<file path="src/escb_pkg.sv">
// Shared types and constants for the escape-byte LZ compressor.
// No dependencies.
package escb_pkg;

  localparam int WINDOW       = 254;
  localparam int RING_DEPTH   = 512;
  localparam int RING_AW      = $clog2(RING_DEPTH);
  localparam int HEADER_BYTES = 12;
  localparam int MIN_BACKREF  = 4;
  localparam int FIFO_DEPTH   = 4;
  localparam int FIFO_AW      = $clog2(FIFO_DEPTH);

  localparam logic OP_APPEND = 1'b0;
  localparam logic OP_FLUSH  = 1'b1;

  typedef struct packed {
    logic       op;
    logic [7:0] data;
  } cmd_t;

endpackage

</file>
<file path="src/escb_fifo.sv">
// Front command queue: accepts input items and holds them for the encoder.
// Depends on escb_pkg.
module escb_fifo
  import escb_pkg::*;
(
  input  logic clk,
  input  logic rst,
  input  logic push_valid,
  output logic push_stall,
  input  cmd_t push_cmd,
  output logic pop_valid,
  input  logic pop,
  output cmd_t pop_cmd
);

  cmd_t               mem [FIFO_DEPTH];
  logic [FIFO_AW-1:0] wr_ptr;
  logic [FIFO_AW-1:0] rd_ptr;
  logic [FIFO_AW:0]   count;
  logic               do_push;
  logic               do_pop;

  assign push_stall = (count == (FIFO_AW + 1)'(FIFO_DEPTH));
  assign pop_valid  = (count != '0);
  assign pop_cmd    = mem[rd_ptr];
  assign do_push    = push_valid && !push_stall;
  assign do_pop     = pop && pop_valid;

  always_ff @(posedge clk) begin
    if (do_push) begin
      mem[wr_ptr] <= push_cmd;
    end
  end

  always_ff @(posedge clk) begin
    if (rst) begin
      wr_ptr <= '0;
      rd_ptr <= '0;
      count  <= '0;
    end else begin
      if (do_push) wr_ptr <= wr_ptr + 1'b1;
      if (do_pop)  rd_ptr <= rd_ptr + 1'b1;
      if (do_push && !do_pop) count <= count + 1'b1;
      else if (!do_push && do_pop) count <= count - 1'b1;
    end
  end

endmodule

</file>
<file path="src/escb_back.sv">
// Encoder back end: history ring, match search and token output register.
// Depends on escb_pkg.
module escb_back
  import escb_pkg::*;
(
  input  logic        clk,
  input  logic        rst,
  input  logic        escape_write,
  input  logic [7:0]  escape_byte,
  input  logic        cmd_valid,
  output logic        cmd_pop,
  input  cmd_t        cmd,
  output logic        out_valid,
  input  logic        out_stall,
  output logic [1:0]  out_count,
  output logic [7:0]  out_first,
  output logic [7:0]  out_second,
  output logic [7:0]  out_third,
  output logic        done_res,
  output logic [31:0] raw_total,
  output logic [31:0] packed_total,
  output logic        overflow
);

  typedef enum logic [2:0] {
    S_IDLE, S_LIT_RD, S_LIT, S_DNEXT, S_RD, S_CMP, S_EMIT, S_OUT
  } state_t;

  state_t      state;
  logic [7:0]  ring [RING_DEPTH];
  logic [7:0]  rd_a;
  logic [7:0]  rd_b;
  logic [7:0]  esc;
  logic [31:0] wp;
  logic [31:0] ep;
  logic [32:0] packed_cnt;
  logic        flushing;
  logic [7:0]  avail;
  logic [7:0]  lit;
  logic [7:0]  d;
  logic [7:0]  n;
  logic [7:0]  best;
  logic [7:0]  best_d;

  logic [RING_AW-1:0] addr_a;
  logic [RING_AW-1:0] addr_b;
  logic               ring_we;
  logic [31:0]        wp_next;
  logic [31:0]        fill_next;
  logic [31:0]        fill;
  logic [7:0]         hist;
  logic [7:0]         limit;
  logic [8:0]         n_inc;
  logic [7:0]         len;
  logic [1:0]         add_n;
  logic [33:0]        packed_sum;
  logic [32:0]        packed_next;
  logic [7:0]         off;

  assign cmd_pop   = (state == S_IDLE) && cmd_valid;
  assign ring_we   = cmd_pop && (cmd.op == OP_APPEND) && !flushing;
  assign wp_next   = wp + 32'd1;
  assign fill_next = wp_next - ep;
  assign fill      = wp - ep;
  assign hist      = (ep < 32'(WINDOW)) ? ep[7:0] : 8'(WINDOW);
  assign limit     = (d < avail) ? d : avail;
  assign n_inc     = {1'b0, n} + 9'd1;
  assign len       = (rd_a == rd_b) ? n_inc[7:0] : n;
  assign addr_a    = ep[RING_AW-1:0] - RING_AW'(d) + RING_AW'(n);
  assign addr_b    = ep[RING_AW-1:0] + RING_AW'(n);
  assign add_n     = (best >= 8'(MIN_BACKREF)) ? 2'd3 : ((lit == esc) ? 2'd2 : 2'd1);
  assign packed_sum  = {1'b0, packed_cnt} + 34'(add_n);
  assign packed_next = (packed_sum > 34'h1_0000_0000) ? 33'h1_0000_0000 : packed_sum[32:0];
  assign off       = (esc <= best_d) ? best_d + 8'd1 : best_d;

  always_ff @(posedge clk) begin
    if (ring_we) ring[wp[RING_AW-1:0]] <= cmd.data;
    rd_a <= ring[addr_a];
    rd_b <= ring[addr_b];
  end

  always_ff @(posedge clk) begin
    if (rst) begin
      esc <= '0;
    end else if (escape_write) begin
      esc <= escape_byte;
    end
  end

  always_ff @(posedge clk) begin
    if (rst) begin
      state        <= S_IDLE;
      wp           <= '0;
      ep           <= '0;
      packed_cnt   <= 33'(HEADER_BYTES);
      flushing     <= 1'b0;
      out_valid    <= 1'b0;
      avail        <= '0;
      lit          <= '0;
      d            <= '0;
      n            <= '0;
      best         <= '0;
      best_d       <= '0;
      out_count    <= '0;
      out_first    <= '0;
      out_second   <= '0;
      out_third    <= '0;
      done_res     <= 1'b0;
      raw_total    <= '0;
      packed_total <= '0;
      overflow     <= 1'b0;
    end else begin
      case (state)
        S_IDLE: begin
          if (cmd_pop) begin
            n <= '0;
            if (cmd.op == OP_APPEND) begin
              if (!flushing) begin
                wp <= wp_next;
                if (fill_next >= 32'(WINDOW)) begin
                  avail <= fill_next[7:0];
                  state <= S_LIT_RD;
                end
              end
            end else begin
              if (ep != wp) begin
                flushing <= 1'b1;
                avail    <= fill[7:0];
                state    <= S_LIT_RD;
              end else begin
                out_count    <= '0;
                out_first    <= '0;
                out_second   <= '0;
                out_third    <= '0;
                done_res     <= 1'b1;
                raw_total    <= wp;
                packed_total <= packed_cnt[32] ? 32'd0 : packed_cnt[31:0];
                overflow     <= packed_cnt[32];
                out_valid    <= 1'b1;
                wp           <= '0;
                ep           <= '0;
                packed_cnt   <= 33'(HEADER_BYTES);
                flushing     <= 1'b0;
                state        <= S_OUT;
              end
            end
          end
        end
        S_LIT_RD: state <= S_LIT;
        S_LIT: begin
          lit    <= rd_b;
          best   <= '0;
          best_d <= '0;
          d      <= 8'd1;
          state  <= (hist == '0) ? S_EMIT : S_DNEXT;
        end
        S_DNEXT: begin
          if (limit <= best) begin
            if (d == hist) state <= S_EMIT;
            else d <= d + 8'd1;
          end else begin
            n     <= '0;
            state <= S_RD;
          end
        end
        S_RD: state <= S_CMP;
        S_CMP: begin
          if ((rd_a == rd_b) && (n_inc < {1'b0, limit})) begin
            n     <= n_inc[7:0];
            state <= S_RD;
          end else begin
            if (len > best) begin
              best   <= len;
              best_d <= d;
            end
            if (d == hist) begin
              state <= S_EMIT;
            end else begin
              d     <= d + 8'd1;
              state <= S_DNEXT;
            end
          end
        end
        S_EMIT: begin
          done_res     <= 1'b0;
          raw_total    <= '0;
          packed_total <= '0;
          overflow     <= 1'b0;
          packed_cnt   <= packed_next;
          if (best >= 8'(MIN_BACKREF)) begin
            out_count  <= 2'd3;
            out_first  <= esc;
            out_second <= off;
            out_third  <= best;
            ep         <= ep + 32'(best);
          end else begin
            out_count  <= add_n;
            out_first  <= lit;
            out_second <= (lit == esc) ? lit : 8'd0;
            out_third  <= '0;
            ep         <= ep + 32'd1;
          end
          out_valid <= 1'b1;
          state     <= S_OUT;
        end
        S_OUT: begin
          if (!out_stall) begin
            out_valid <= 1'b0;
            state     <= S_IDLE;
          end
        end
        default: state <= S_IDLE;
      endcase
    end
  end

endmodule

</file>
<file path="src/escape_byte_lz_compressor.sv">
// Top level of the escape-byte LZ compressor: command queue plus encoder.
// Depends on escb_pkg, escb_fifo and escb_back.
//
// Greedy LZ77 with one escape byte. Appends that do not yet fill the 254-byte
// lookahead are only written to the history ring. A token reads its literal
// (S_LIT_RD, S_LIT), then per distance checks the bound (S_DNEXT) and compares
// bytes (S_RD, S_CMP) on the single two-read-port history ring; the search
// walks distances 1 to 254 nearest first and skips distances that cannot beat
// the best run. It then emits (S_EMIT) and holds the result (S_OUT) while
// out_stall is high. A four-entry queue keeps accepting items until full while the
// encoder searches or its result waits. A token is one result of up to three
// bytes; the flush step that finds nothing left returns raw and packed totals.
module escape_byte_lz_compressor
  import escb_pkg::*;
(
  input  logic        clk,
  input  logic        rst,
  input  logic        escape_write,
  input  logic [7:0]  escape_byte,
  input  logic        in_valid,
  output logic        in_stall,
  input  logic        op,
  input  logic [7:0]  data_byte,
  output logic        out_valid,
  input  logic        out_stall,
  output logic [1:0]  out_count,
  output logic [7:0]  out_first,
  output logic [7:0]  out_second,
  output logic [7:0]  out_third,
  output logic        done_res,
  output logic [31:0] raw_total,
  output logic [31:0] packed_total,
  output logic        overflow
);

  cmd_t in_cmd;
  cmd_t q_cmd;
  logic q_valid;
  logic q_pop;

  assign in_cmd.op   = op;
  assign in_cmd.data = data_byte;

  escb_fifo u_fifo (
    .clk        (clk),
    .rst        (rst),
    .push_valid (in_valid),
    .push_stall (in_stall),
    .push_cmd   (in_cmd),
    .pop_valid  (q_valid),
    .pop        (q_pop),
    .pop_cmd    (q_cmd)
  );

  escb_back u_back (
    .clk          (clk),
    .rst          (rst),
    .escape_write (escape_write),
    .escape_byte  (escape_byte),
    .cmd_valid    (q_valid),
    .cmd_pop      (q_pop),
    .cmd          (q_cmd),
    .out_valid    (out_valid),
    .out_stall    (out_stall),
    .out_count    (out_count),
    .out_first    (out_first),
    .out_second   (out_second),
    .out_third    (out_third),
    .done_res     (done_res),
    .raw_total    (raw_total),
    .packed_total (packed_total),
    .overflow     (overflow)
  );

endmodule
</file>
<file path="config.mk">
export PLATFORM = sky130hd
export DESIGN_NAME = escape_byte_lz_compressor
export DESIGN_NICKNAME = d
export VERILOG_FILES = /design/src/escb_pkg.sv /design/src/escb_fifo.sv /design/src/escb_back.sv /design/src/escape_byte_lz_compressor.sv
export SDC_FILE = /design/constraint.sdc
export NUM_CORES = 2
export LEC_CHECK = 0
export CAP_MARGIN = 10
export CELL_PAD_IN_SITES_DETAIL_PLACEMENT = 0
export CELL_PAD_IN_SITES_GLOBAL_PLACEMENT = 1
export CORE_MARGIN = 2
export CORE_UTILIZATION = 25
export CTS_CLUSTER_SIZE = 12
export DETAILED_ROUTE_END_ITERATION = 7
export DONT_BUFFER_PORTS = 1
export GPL_TIMING_DRIVEN = 0
export PLACE_DENSITY = 0.51
export SLEW_MARGIN = 5
export SYNTH_ARGS = -nofsm -noshare
export SYNTH_HDL_FRONTEND = slang
export SYNTH_MEMORY_MAX_BITS = 65536
export SYNTH_SLANG_ARGS = --single-unit
</file>
<file path="constraint.sdc">
create_clock -name clk -period 6.5 [get_ports clk]
set_input_delay 0.975 -clock clk [delete_from_list [all_inputs] [get_ports clk]]
set_output_delay 0.975 -clock clk [all_outputs]
set_load 0.01 [all_outputs]
</file>
==> results.toml <==
[status]
status = "finished, violations left"
violations = "setup timing"

[floorplanning]
rows = 336
io_pins = 116
core_sq_mm = 0.837
die_h_um = 921
die_x_um = 921
start_util_pct = 25.1
die-area_sq_mm = 0.848

[sta]
timing.setup.tns_ns = -1.12
timing.fmax_mhz = 149
slew_headroom_pct = 1.76
hold_viol_final = 0
tightest_slew_ns = 1.47
setup_viol_count_final = 13
skew_ns = 0.0851
slew_viol_final = 0
layout_min_cycle_time_ns = 6.70
rsz0062_at_grt = "true"
fin_ws_ns = -0.200
fin_crit_sh_pct = 103

[min_path]
hp-class = "input pin to register"

[detailed_routing]
routed.top_layer = "met5"
routed-wl-met3_um = 87000
num_vias = 128075
finalWirelength_um = 895000
drt_pass1_iterations = 8
drc = 0
avgRoutedWirePerCell_um = 37.9
ant_nets = 0
wl_met1_um = 364000
drt-initial-drc-count = 18650
met2WireLength_um = 401000
avgViaCountPerCell = 5.43

[logic_synthesis]
yosysMostFrequentCell = "edfxtp_1"
yosys_register_bits = 4407
syn_avg_cell_area_sq_um = 18.7
synth_edf_count = 4132
synth_cell_types = 86
synth_top_cell_by_area = "edfxtp_1"
synth_flop_cell = "edfxtp_1"
yosys.area.top_type_share_pct = 59.0
synth_nets = 11380
netlist_instances = 11229
ys_warn_count = 0
synthTopCellsByCount = "edfxtp_1, mux4_2, nor2_1, nand2_1, clkbuf_1"
yosysSeqAreaShare_pct = 61.7
synthArstFlopShare_pct = 0
yosys-top-cells-area = "edfxtp_1, mux4_2, dfxtp_1, nor2_1, nand2_1"
synth_area_sq_mm = 0.210

[placement]
dpl-instance-area_sq_mm = 0.229
gp_congestion = 0.908
port_buffers = 0
dpl.cell_count = 22592
dp_hpwl_um = 665000
place_ws_ns = -2.32

[clocking]
tritoncts = "done"
cts.sinks = 4407
path_clk_slew_ns = 0.06
clockBufferDepth = 4
clkLatencyLatePin_ns = 1.12
htree_levels = 6
cts_root_buf = "clkbuf_16"
cts-buffers-inserted = 520

[critical_path]
crit_family = "buffers and inverters"
cp_max_fo = 10
crit_required_ns = 7.41
crit_arrival_ns = 7.61
crit_slowest_cell = "a311oi_4"
crit_chain = "inv_1, fa_1, inv_1, ha_1, a21o_1, a21oi_1, xnor2_2, clkbuf_2, buf_2, buf_2, buf_8, mux4_2, nand2_1, a311oi_4, a31oi_4, a221oi_1"
endpoint_kind = "register"
max_stage_delay_ns = 0.74
path_buf_inv = 6
critPathKind = "register to register"
start_kind = "register"

[layout]
nNetsFinal = 12136
fillers = 82349
layout.cells.non_filler = 23602
design_area_sq_mm = 0.246
drive_gt1_share_pct = 33.1
area_growth_pct = 17.2

[global_route]
antenna_found_initial = 97
grt_max_degree = 84
grt_usage_pct = 20.4
grt_overflow_total = 0
grt_pass1_wl_um = 1170000
grt_pass1_vias = 125090

[pwr]
p_leak_nw = 73.4
ir_drop_v = 0.000365
power_density_mw_per_mm2 = 413

[run]
cap_violations = 0
[where the power goes]
part | total (mW) | internal, mW | switching, mW
clock network | 29.1 | 16.3 | 12.8
logic | 38.4 | 13.9 | 24.5
registers | 34.0 | 33.8 | 0.221
[worst paths after layout]
check                                      from                             to  slack [ns]  cells past startpoint
setup reg to reg      u_back.ep[1]$_SDFFE_PP0P_         u_back.rd_a[2]$_DFF_P_       -0.20                     16
hold / removal                        out_stall  u_back.out_valid$_SDFFE_PP0P_        0.11                      1
hold reg to reg   u_back.best_d[7]$_SDFFE_PP0P_  u_back.best_d[7]$_SDFFE_PP0P_        0.48                      2
setup / recovery      u_back.ep[1]$_SDFFE_PP0P_         u_back.rd_a[2]$_DFF_P_       -0.20                     16
[stage by stage]
stage	util (%)	hold slack, ns	power (mW)
final	29.4	0.113	102
after floorplan	-	0.445	54.9
after detailed placement	27.3	0.467	72.2
after CTS	29.4	0.0230	101
after global routing	29.4	0.0919	104
after global placement	26.8	0.466	72.5
[cells in the final DEF (no fill, tap or decap), types with 101 or more instances in the layout]
cell / netlist / layout
clkbuf_1: 573 / 482
and3_1: 102 / 102
dfxtp_1: 275 / 271
edfxtp_1: 4132 / 4132
ha_1: 115 / 114
xnor2_1: 130 / 122
inv_1: 135 / 135
a21oi_1: 271 / 271
clkbuf_16: 0 / 527
mux4_2: 2569 / 2561
nor2_1: 711 / 705
clkbuf_2: 3 / 179
clkinv_1: 0 / 101
buf_2: 245 / 258
nand2_1: 642 / 641
nand3_1: 256 / 256
mux2i_1: 143 / 142
[layout make-up]
cell class                 instances  area, sq um  area share, %
clock inverter                   269         2760           1.12
buffer                           916         4340           1.76
timing repair buffer             239         4430           1.80
inverter                         136          510          0.207
clock buffer                     656        13700           5.58
multi-input combinational       5765        76800           31.2
antenna                           60          150         0.0610
sequential                      4407       130000           52.6
tap                            11154        14000           5.67
[repair_timing]
item	4_1_cts	5_1_grt
hold endpoints to repair	44	0
hold buffers	17	0
setup buffers	3	2
gates cloned	0	0
setup endpoints to repair	25	21
gates resized for setup	200	68
pin swaps	4	6
[layer usage]
metal / GRT usage (%) / up-vias
met2: 31.2 / 6969
met3: 5.38 / 1363
met1: 27.6 / 70559
met5: 0 / -
li1: - / 49132
met4: 8.18 / 52
[flip-flops by register name, summed over array words and instances, names as in the netlist, 32 cells and up, named ones only]
name	flops
u_back.ring	4096
u_fifo.mem	36
u_back.packed_cnt	33
u_back.ep	32
u_back.packed_total	32
u_back.raw_total	32
u_back.wp	32
[cell families after synthesis]
kind of cell    synth area share (%)
xor+xnor                       0.700
mux                             28.2
compound gates                  2.17
simple gates                    4.38
flops                           61.7
buf+inv                         2.05
fa+ha+maj                      0.818
Power figures use the tool's default switching activity.
